### src/rtl/bfiq_pkg.sv
package bfiq_pkg;

    typedef enum logic [1:0] {
        KIND_INSERT = 2'd0,
        KIND_QUERY  = 2'd1,
        KIND_CLEAR  = 2'd2,
        KIND_NONE   = 2'd3
    } t_kind;

    localparam logic [31:0] C1      = 32'hcc9e2d51;
    localparam logic [31:0] C2      = 32'h1b873593;
    localparam logic [31:0] C_ADD   = 32'he6546b64;
    localparam logic [31:0] F1      = 32'h85ebca6b;
    localparam logic [31:0] F2      = 32'hc2b2ae35;
    localparam logic [31:0] SEED    = 32'd42;

    typedef struct packed {
        t_kind       kind;
        logic [31:0] word;
        logic [2:0]  vb;
        logic        last;
    } t_item;

    typedef enum logic [3:0] {
        ST_IDLE,
        ST_MUL1,
        ST_MUL2,
        ST_FOLD,
        ST_FIN1,
        ST_FIN2,
        ST_DIV,
        ST_RD,
        ST_ACT,
        ST_CLR
    } t_state;

endpackage

### src/rtl/bfiq_front.sv
module bfiq_front (
    input  logic           i_clk,
    input  logic           i_rst_n,
    input  logic           i_push,
    input  bfiq_pkg::t_item i_item,
    input  logic           i_pop,
    output logic           o_full,
    output logic           o_empty,
    output bfiq_pkg::t_item o_item
);
    import bfiq_pkg::*;

    t_item r_q [2];
    logic  r_wp, r_rp;
    logic [1:0] r_cnt;

    assign o_full  = (r_cnt == 2'd2);
    assign o_empty = (r_cnt == 2'd0);
    assign o_item  = r_q[r_rp];

    always_ff @(posedge i_clk) begin
        if (!i_rst_n) begin
            r_wp  <= 1'b0;
            r_rp  <= 1'b0;
            r_cnt <= 2'd0;
        end else begin
            if (i_push) begin
                r_wp <= ~r_wp;
            end
            if (i_pop) begin
                r_rp <= ~r_rp;
            end
            r_cnt <= r_cnt + {1'b0, i_push} - {1'b0, i_pop};
        end
        if (i_push) begin
            r_q[r_wp] <= i_item;
        end
    end
endmodule

### config.mk
export PLATFORM = sky130hd
export DESIGN_NAME = bfiq_front
export DESIGN_NICKNAME = d
export VERILOG_FILES = /design/src/rtl/bfiq_pkg.sv /design/src/rtl/bfiq_front.sv
export SDC_FILE = /design/constraint.sdc
export NUM_CORES = 1
export LEC_CHECK = 0
export ABC_AREA = 1
export BUFFER_PORTS_ARGS = -buffer_cell sky130_fd_sc_hd__buf_2
export CAP_MARGIN = 0
export CORE_ASPECT_RATIO = 0.7
export CORE_MARGIN = 2
export CORE_UTILIZATION = 50
export CTS_CLUSTER_SIZE = 12
export DETAILED_ROUTE_END_ITERATION = 16
export PLACE_DENSITY = 0.77
export SLEW_MARGIN = 20
export SYNTH_ARGS = -nofsm -noshare
export SYNTH_HDL_FRONTEND = slang
export SYNTH_SLANG_ARGS = --single-unit
### constraint.sdc
create_clock -name i_clk -period 7.5 [get_ports i_clk]
set_input_delay 0.75 -clock i_clk [delete_from_list [all_inputs] [get_ports i_clk]]
set_output_delay 0.75 -clock i_clk [all_outputs]
set_load 0.01 [all_outputs]
Yosys cells after proc, flatten, opt, wreduce, memory -nomap -nowiden
Memories as Yosys holds them, arrays and structs flattened. A register that Yosys moved wholly into a read port is not among the register bits.
Index checks and enable logic that the tools add are counted.
{"block": "word_totals", "ff_bits": 4, "ram_bits": 76, "in_bits": 42, "output_inout_bits": 40, "wordCells": 14, "mem_count": 1}
{"memory": "r_q", "depth": 2, "width": 38, "read_ports": 1, "rd_clocked_by_memory_dff": 1, "wr": 1, "line": "bfiq_front.sv:13", "source": "t_item r_q [2];"}
{"block": "classes", "add_sub_neg": 2, "eq_ne": 1, "mux": 4, "n_bitwise": 2, "n_reduce_logical": 1}
{"operator": "$mux 1", "count": 4}
{"operator": "$add 2x1->2", "count": 1}
{"operator": "$eq 2x2->1 const B", "count": 1}
{"operator": "$logic_not 2->1", "count": 1}
{"operator": "$not 1->1", "count": 2}
{"operator": "$sub 2x1->2", "count": 1}

Logic depth before layout (Yosys ltp)
Gate-level depths: netlist of run 1.
{"block": "logic_depth", "depth_word": 3, "mapped_depth": 9, "mapped_depth_nobuf": 9}

Worst setup path after synthesis of run 1
No wires, ideal clock.
{"block": "synth_timing", "path_kind": "in2reg", "from": "in i_push", "to": "mem r_q[0][0] (netlist bit), enable pin", "setup_time_ps": 434, "t_arrival_ps": 2389, "required_time_ps": 7066, "setup_slack_ps": 4676, "path_stages": 2, "n_path_buf": 0, "cell_sequence": "inv_1 nor2_1"}
{"block": "synth_via", "elab_chain_len": 2}
{"item": "start, declared", "line": "bfiq_front.sv:4", "source": "input logic i_push,"}
{"item": "$mux 1", "line": "bfiq_front.sv:35", "source": "if (i_push) begin"}
{"item": "$mux 1 (not written as such)", "line": "bfiq_front.sv:36", "source": "r_q[r_wp] <= i_item;"}
{"item": "end, declared", "line": "bfiq_front.sv:13"}
Every way passes these cells.

==> flow_metrics.tcl, run 1 <==
set metrics [dict create \
    crit_buf_inv 1 \
    fmax_mhz 418 \
    cp-end-kind "output port" \
    overflow 0 \
    port_buffers 81 \
    path_cells "mux2_2, buf_2" \
    drcViolationCount 0 \
    synthDistinctLibCells 12 \
    initial_utilization_pct 52.5 \
    arrival_ps 1640 \
    ant_nets 0 \
    cts.sinks 81 \
    syn-num-nets 195 \
    ys_warn_count 0 \
    cts_tree "yes" \
    critPathMaxStageDelay_ps 760 \
    n_fill_cell 415 \
    syn_to_final_growth_pct 23.9 \
    cts_buffers 9 \
    power_density_nw_per_um2 258 \
    period_minus_slack_ps 2390 \
    ys_seq_elements 81 \
    num_io_pins 82 \
    mostFrequentLayoutCells "buf_2 (81), edfxtp_1 (76), mux2_4 (20)" \
    syn_area_um2 3050 \
    clk_pin_slew_worst_paths_ps 70 \
    worst_pin_slew_ps 692 \
    ir_worst_vdd_mv 0.157 \
    layout_commonest_cell "buf_2" \
    grt_max_degree 39 \
    drive_above_1_share_pct 56.1 \
    worstRegToRegCells 3 \
    grt_pass1_vias 1440 \
    min_path_type "register to register" \
    diodes 0 \
    maxCapViolations 0 \
    clk_path_buf_depth 2 \
    timing.rr.start "r_wp" \
    routed_wl_um 4590 \
    whs_ps 504 \
    cts_hold_buf 0 \
    min_from "r_rp" \
    setup_violations 0 \
    finalHoldViolations 0 \
    status "finished clean" \
    cts_setup_buffers 0 \
    start_kind "register" \
    drt_iter0_drc 56 \
    root_buffer "clkbuf_8" \
    clkLatencyLatePin_ps 330 \
    cp.depth 2 \
    critical_path_required_ps 6750 \
    htree_levels 3 \
    setup-tns-final_ps 0 \
    synth_cells 151 \
    synth_area_leaders "edfxtp_1 (75%), mux2_4 (9.8%), mux2_2 (6.6%), dfxtp_1 (3.3%), nor2_1 (1.1%)" \
    antenna_found_initial 0 \
    rsz0062_at_grt "false" \
    vias_per_cell 4.71 \
    core_area_um2 5810 \
    skew_ps 4.79 \
    avgSynthCellArea_um2 20.2 \
    die-area_um2 6750 \
    via_count 1513 \
    die_x_um 97.3 \
    wl_per_cell_um 14.3 \
    netlist.area_leader.share_pct 74.8 \
    num-nets-final 285 \
    report.final.slew_viol_count 0 \
    path_class "register to output port" \
    critical-path-top-delay-family "flip-flops" \
    grt_pass1_wl_um 7230 \
    ys_seq_area_share_pct 78.1 \
    gp_congestion 0.731 \
    cp_max_fo 38 \
    dieHeight_um 69.3 \
    holdPathStages 2 \
    rows 23 \
    synth_top_area_cell "edfxtp_1" \
    leakagePower_uw 0.00151 \
    grt_use_total_pct 14.2 \
    dp_hpwl_um 2980 \
    fin_crit_sh_pct 31.9 \
    utilization_pct 65.0 \
    relSlewSlack_pct 53.8 \
    dr.pass1.iters 4 \
    ctsResizeCount 0 \
    cp_slowest_cell "dfxtp_4" \
]
sequential cells by signal, summed over array words and instances, names as in the netlist, named ones only:
name / cells
r_q: 76
r_cnt: 2
r_rp: 1
r_wp: 1
worst min-delay path: cells and delay by family, from the launching register on:
kind / cells / cell delay, ps
DFF: 1 / 330
and+or+nand+nor: 2 / 140
synth_stat cells:
| cell type | instances |
|---|---|
| mux2_4 | 20 |
| buf_6 | 3 |
| a21oi_1 | 1 |
| ha_1 | 2 |
| edfxtp_1 | 76 |
| mux2_2 | 18 |
| nor2_1 | 9 |
| nand3_1 | 1 |
| buf_2 | 1 |
| inv_1 | 7 |
| dfxtp_1 | 5 |
| nand2_1 | 8 |
final timing paths:
kind / endpoint / slack, ps
worst max-delay path: o_item[3] / 5110
worst min-delay path: register / 500
worst max register to register: r_q[1][22] / 5750
worst min register to register: register / 500
stage by stage:
| step | total power (uW) | area, um^2 | setup slack, ps | instances |
|---|---|---|---|---|
| after CTS | 989 | 3760 | 4700 | 320 |
| final | 976 | 3780 | 5110 | 321 |
| after floorplan | 601 | 3050 | 4680 | 151 |
| after global routing | 1020 | 3780 | 4980 | 321 |
| after global placement | 639 | 3530 | 5090 | 304 |
| after detailed placement | 641 | 3530 | 5090 | 304 |
report_power, final:
part,internal (uW),switching (uW),total (uW)
clock network,206,140,346
registers,522,13.7,535
logic,50.6,44.3,94.9
per-layer routing:
metal	track usage (%)	wire [um]	vias up
li1	-	-	748
met1	19.2	2130	696
met2	19.9	2010	64
met3	7.16	420	5
met4	5.56	31	0
met5	0	0	-
cell families (layout without fill, tap and decap cells):
family	count (synthesis)	count (layout)	synth area share [%]
buf+inv	11	106	2.13
compound gates	1	1	0.164
simple gates	18	18	2.26
flops	81	81	78.1
fa+ha+maj	2	2	0.821
mux	38	38	16.5
layout make-up:
class	instances	area, um^2	share of cell area (%)
flip-flops and latches	81	2390	63.1
multi-input cells	59	609	16.1
repair buffers	83	433	11.5
clock buffers	12	155	4.11
well taps	75	93.8	2.48
clock inverters	4	75.1	1.99
inverters	7	26.3	0.695
No activity file was read; power rests on OpenSTA's default activity.
==> inputs of run 2 (changes only) <==
--- a/config.mk
+++ b/config.mk
@@ -10,10 +10,10 @@
 export CAP_MARGIN = 0
 export CORE_ASPECT_RATIO = 0.7
 export CORE_MARGIN = 2
-export CORE_UTILIZATION = 50
+export CORE_UTILIZATION = 47
 export CTS_CLUSTER_SIZE = 12
 export DETAILED_ROUTE_END_ITERATION = 16
-export PLACE_DENSITY = 0.77
+export PLACE_DENSITY = 0.75
 export SLEW_MARGIN = 20
 export SYNTH_ARGS = -nofsm -noshare
 export SYNTH_HDL_FRONTEND = slang
==> constraint.sdc (replaced) <==
create_clock -name i_clk -period 2.2 [get_ports i_clk]
set_input_delay 0.22 -clock i_clk [delete_from_list [all_inputs] [get_ports i_clk]]
set_output_delay 0.22 -clock i_clk [all_outputs]
set_load 0.01 [all_outputs]
==> run 2 against run 1 <==
Design area is essentially flat. Clock skew grew 3.0 ps. Critical path depth grew 1. Total power grew to 3.3 times the previous value. Count of clock-buffer cells in the layout shrank 2. Final cell count grew 1.9%. Worst setup slack lost 4900 ps. Sequential share of layout area shrank 0.087 points. Via count grew 4.4%. Combinational power grew to 3.7 times the previous value.
==> flow_metrics.tcl, run 2 (synthesized netlist as in run 1, its figures left out) <==
set metrics [dict create \
    status "finished clean" \
    drt_iter0_drc 17 \
    p_sw_share_pct 22.4 \
    dr.pass1.iters 4 \
    ctsResizeCount 0 \
    arrival_ps 1730 \
    num-nets-final 288 \
    seqPwrFrac_pct 56.6 \
    gp_congestion 0.687 \
    fin_crit_sh_pct 88.5 \
    start_kind "register" \
    grt_pass1_wl_um 7670 \
    cts_buffers 9 \
    min_path_type "primary input to register" \
    clkLatencyLatePin_ps 340 \
    reg2reg_slack_ps 900 \
    pre_cts_ws_ps 598 \
    rows 24 \
    drive_above_1_share_pct 56.6 \
    htree_levels 3 \
    multi_input_area_um2 609 \
    rsz0062_at_grt "false" \
    seq_area_um2 2380 \
    via_count 1580 \
    path_class "register to output port" \
    syn_to_final_growth_pct 24.0 \
    diodes 0 \
    core_area_um2 6250 \
    grt_max_degree 30 \
    dp_hpwl_um 3380 \
    dieHeight_um 71.4 \
    timing.rr.start "r_cnt[0]" \
    root_buffer "clkbuf_8" \
    cts.sinks 81 \
    cts_setup_buffers 0 \
    critical_path_required_ps 1980 \
    cts_hold_buf 0 \
    ir_worst_vdd_mv 0.510 \
    die-area_um2 7160 \
    top_register "r_q" \
    num_io_pins 82 \
    setup-tns-final_ps 0 \
    holdPathStages 1 \
    grt_use_total_pct 14.8 \
    worstRegToRegCells 8 \
    port_buffers 81 \
    routed_wl_um 4990 \
    drcViolationCount 0 \
    clk_path_buf_depth 2 \
    skew_ps 7.75 \
    cts_tree "yes" \
    relSlewSlack_pct 65.5 \
    fmax_mhz 513 \
    reg_top3 "r_q: 76 flops, r_cnt: 2 flops" \
    mostFrequentLayoutCells "buf_2 (81), edfxtp_1 (76), mux2_4 (20)" \
    finalHoldViolations 0 \
    clockPowerShare_pct 32.5 \
    holdPathEnd "r_q[1][10]" \
    cp-end-kind "output port" \
    setup_violations 0 \
    power_density_nw_per_um2 848 \
    period_minus_slack_ps 1950 \
    layout_commonest_cell "buf_2" \
    maxCapViolations 0 \
    critPathMaxStageDelay_ps 670 \
    worst_pin_slew_ps 517 \
    min_from "i_item[10]" \
    clk_pin_slew_worst_paths_ps 80 \
    initial_utilization_pct 48.8 \
    ant_nets 0 \
    layout_setup_ws_ps 252 \
    die_x_um 100 \
    antenna_found_initial 0 \
    overflow 0 \
    grt_pass1_vias 1643 \
    cp_slowest_cell "dfxtp_2" \
    report.final.slew_viol_count 0 \
    p_int_uw 2490 \
    r2r_end "r_cnt[1]" \
    p_comb_share_pct 10.9 \
    cp_max_fo 18 \
    wl_per_cell_um 15.3 \
    p_sw_uw 718 \
    largest_reg_flops 76 \
    leakagePower_uw 0.00151 \
    n_fill_cell 490 \
    critical-path-top-delay-family "flip-flops" \
    vias_per_cell 4.83 \
    path_cells "buf_4, mux2_2, buf_2" \
    crit_buf_inv 2 \
]
[run 2: layer usage]
| layer | wire length, um | track usage, % |
|---|---|---|
| met1 | 2160 | 17.2 |
| met2 | 2380 | 24.5 |
| met3 | 394 | 6.83 |
| met4 | 57 | 5.48 |
| met5 | 0 | 0 |
[run 2: how the worst max path moves through the flow]
stage,startpoint,cells past startpoint,slack [ps],to
after floorplan,r_wp,1,460,r_q[0][0]
after global placement,register,3,620,o_item[30]
after detailed placement,register,3,600,o_item[9]
after CTS,register,3,210,o_item[15]
after global routing,register,3,150,o_item[9]
final,register,3,250,o_item[13]
[run 2: stage by stage]
stage	area (um^2)	total power, uW	util [%]	cells	hold WS (ps)
finish	3780	3200	60.5	327	62.3
global placement	3580	2190	57.4	311	408
floorplan	3050	2050	-	151	313
CTS	3780	3250	60.5	327	38.9
detailed placement	3580	2210	57.4	311	411
global route	3780	3350	60.5	327	36.6
[run 2: worst reg2reg max path, cell delays in order, from the launching register on]
cell and delay, ps:
dfxtp_1 350, inv_1 50, ha_1 260, inv_1 40, ha_1 180, inv_1 50
nand2_1 70, a21oi_1 130, nor2_1 60
[run 2: final cells by class]
cell class                      instances  share of cell area [%]
Multi-Input combinational cell         59                    16.1
Clock buffer                           10                    3.38
Inverter                                7                   0.695
Timing Repair Buffer                   86                    12.4
Clock inverter                          6                    1.79
Tap cell                               78                    2.58
Sequential cell                        81                    63.1
[run 2: power by group through the flow]
stage | sequential [uW] | combinational, uW | clock [uW]
final | 1810 | 351 | 1040
after global routing | 1820 | 384 | 1140
after global placement | 1840 | 349 | 0
after detailed placement | 1850 | 357 | 0
after CTS | 1810 | 358 | 1080
after floorplan | 1830 | 216 | 0
==> inputs of run 3 (changes only) <==
--- a/config.mk
+++ b/config.mk
@@ -8,12 +8,15 @@
 export ABC_AREA = 1
 export BUFFER_PORTS_ARGS = -buffer_cell sky130_fd_sc_hd__buf_2
 export CAP_MARGIN = 0
+export CELL_PAD_IN_SITES_DETAIL_PLACEMENT = 0
+export CELL_PAD_IN_SITES_GLOBAL_PLACEMENT = 1
 export CORE_ASPECT_RATIO = 0.7
 export CORE_MARGIN = 2
-export CORE_UTILIZATION = 47
+export CORE_UTILIZATION = 39
 export CTS_CLUSTER_SIZE = 12
 export DETAILED_ROUTE_END_ITERATION = 16
-export PLACE_DENSITY = 0.75
+export PLACE_DENSITY_LB_ADDON = 0.1
+export SKIP_LAST_GASP = 1
 export SLEW_MARGIN = 20
 export SYNTH_ARGS = -nofsm -noshare
 export SYNTH_HDL_FRONTEND = slang
==> run 3 against run 2 <==
Count of clock-buffer cells in the layout stayed put. Die area up 19%. Worst setup slack improved by 140 ps. Global-route usage is 2.1 points lower. Critical path depth is the same. Fmax grew 7.6%. Sequential share of layout area decreased by 0.52 points. Non-clock buffer count fell by 1. Combinational power about the same. Hold slack better by 2.0 ps. Via count down 1.2%. Utilization decreased by 9.4 points. Largest power group unchanged.
==> flow_metrics.tcl, run 3 (synthesized netlist as in run 1, its figures left out) <==
set metrics [dict create \
    arrival_ps 1590 \
    n_fill_cell 648 \
    use_met1_pct 15.6 \
    leakagePower_uw 0.00151 \
    place_area_um2 3600 \
    period_minus_slack_ps 1810 \
    status "finished clean" \
    worst_pin_slew_ps 624 \
    dieHeight_um 78.0 \
    grt_max_degree 39 \
    rsz0062_at_grt "false" \
    dp_hpwl_um 3250 \
    htree_levels 3 \
    report.final.slew_viol_count 0 \
    diodes 0 \
    maxCapViolations 0 \
    cts.sinks 81 \
    stdcell_area_um2 3810 \
    setup-tns-final_ps 0 \
    setup_violations 0 \
    pre_cts_ws_ps 559 \
    grt_use_met2_pct 19.9 \
    ant_nets 0 \
    initial_utilization_pct 40.9 \
    cts_buffers 9 \
    root_buffer "clkbuf_8" \
    power_density_nw_per_um2 863 \
    layout_commonest_cell "buf_2" \
    mostFrequentLayoutCells "buf_2 (81), edfxtp_1 (76), mux2_4 (20)" \
    die_x_um 110 \
    port_buffers 81 \
    rows 26 \
    drt_iter0_drc 49 \
    critical_path_required_ps 1980 \
    overflow 0 \
    cts_hold_buf 0 \
    finalHoldViolations 0 \
    dr.pass1.iters 4 \
    vias_per_cell 4.52 \
    start_kind "register" \
    path_class "register to output port" \
    antenna_found_initial 0 \
    grt_pass1_wl_um 7890 \
    clk_path_buf_depth 2 \
    clkLatencyLatePin_ps 340 \
    fin_crit_sh_pct 82.3 \
    grt_pass1_vias 1599 \
    cts_setup_buffers 0 \
    wl_per_cell_um 14.4 \
    top_register "r_q" \
    cp-end-kind "output port" \
    syn_to_final_growth_pct 25.0 \
    skew_ps 3.08 \
    routed_wl_um 4970 \
    cp_max_fo 9 \
    grt_use_total_pct 12.7 \
    busiest_layer "met2" \
    seq_area_um2 2380 \
    grt_util_met3_pct 6.05 \
    relSlewSlack_pct 58.1 \
    via_count 1561 \
    drcViolationCount 0 \
    num-nets-final 287 \
    num_io_pins 82 \
    drive_above_1_share_pct 56.3 \
    core_area_um2 7450 \
    gp_congestion 0.708 \
    largest_reg_flops 76 \
    layout_setup_ws_ps 389 \
    die-area_um2 8550 \
    multi_input_area_um2 609 \
    clk_pin_slew_worst_paths_ps 80 \
    fmax_mhz 552 \
    min_path_type "primary input to register" \
    ir_worst_vdd_mv 0.400 \
    ctsResizeCount 0 \
    reg_top3 "r_q: 76 flops, r_cnt: 2 flops" \
    cts_tree "yes" \
]
## run 3: cell types whose count changed in the layout (fill, tap and decap cells not counted)
cell        delta
clkinv_1       +1
inv_6          -1
bufinv_16      +1
buf_4          -1
inv_1          -1
clkinvlp_4     -1
## run 3: final cells by class
type / instances / area share [%]
clock buffers: 10 / 3.35
clock inverters: 5 / 2.13
inverters: 7 / 0.689
multi-input cells: 59 / 16.0
flip-flops and latches: 81 / 62.5
well taps: 98 / 3.22
repair buffers: 85 / 12.1
## run 3: final timing paths
check,start,endpoint,slack (ps),cells past startpoint
worst max-delay path,register,o_item[12],390,3
worst min-delay path,i_item[9],r_q[0][9],60,1
worst max register to register,r_wp,r_q[1][19],610,3
worst min register to register,r_rp,register,510,2
## run 3: where the power goes
part	total, uW	switching, uW	internal, uW
registers	1810	27.6	1780
clock network	1130	496	633
logic	353	174	178
## run 3: routing by layer
layer	vias up	share of wire (%)
li1	750	-
met1	747	44
met2	58	46
met3	6	8.4
met4	0	0.97
met5	-	0
## run 3: critical path, cell delays in order (launching register included)
cell and delay [ps]:
dfxtp_2 510, buf_4 250, mux2_2 350, buf_2 140
## run 3: through the flow
| stage | total power (uW) | cells | util (%) | hold WS (ps) |
|---|---|---|---|---|
| after global placement | 2200 | 330 | 48.4 | 409 |
| after floorplan | 2050 | 151 | - | 313 |
| after global routing | 3460 | 345 | 51.2 | 26.8 |
| after CTS | 3340 | 345 | 51.2 | 42.2 |
| final | 3290 | 345 | 51.2 | 64.3 |
| after detailed placement | 2200 | 330 | 48.4 | 412 |
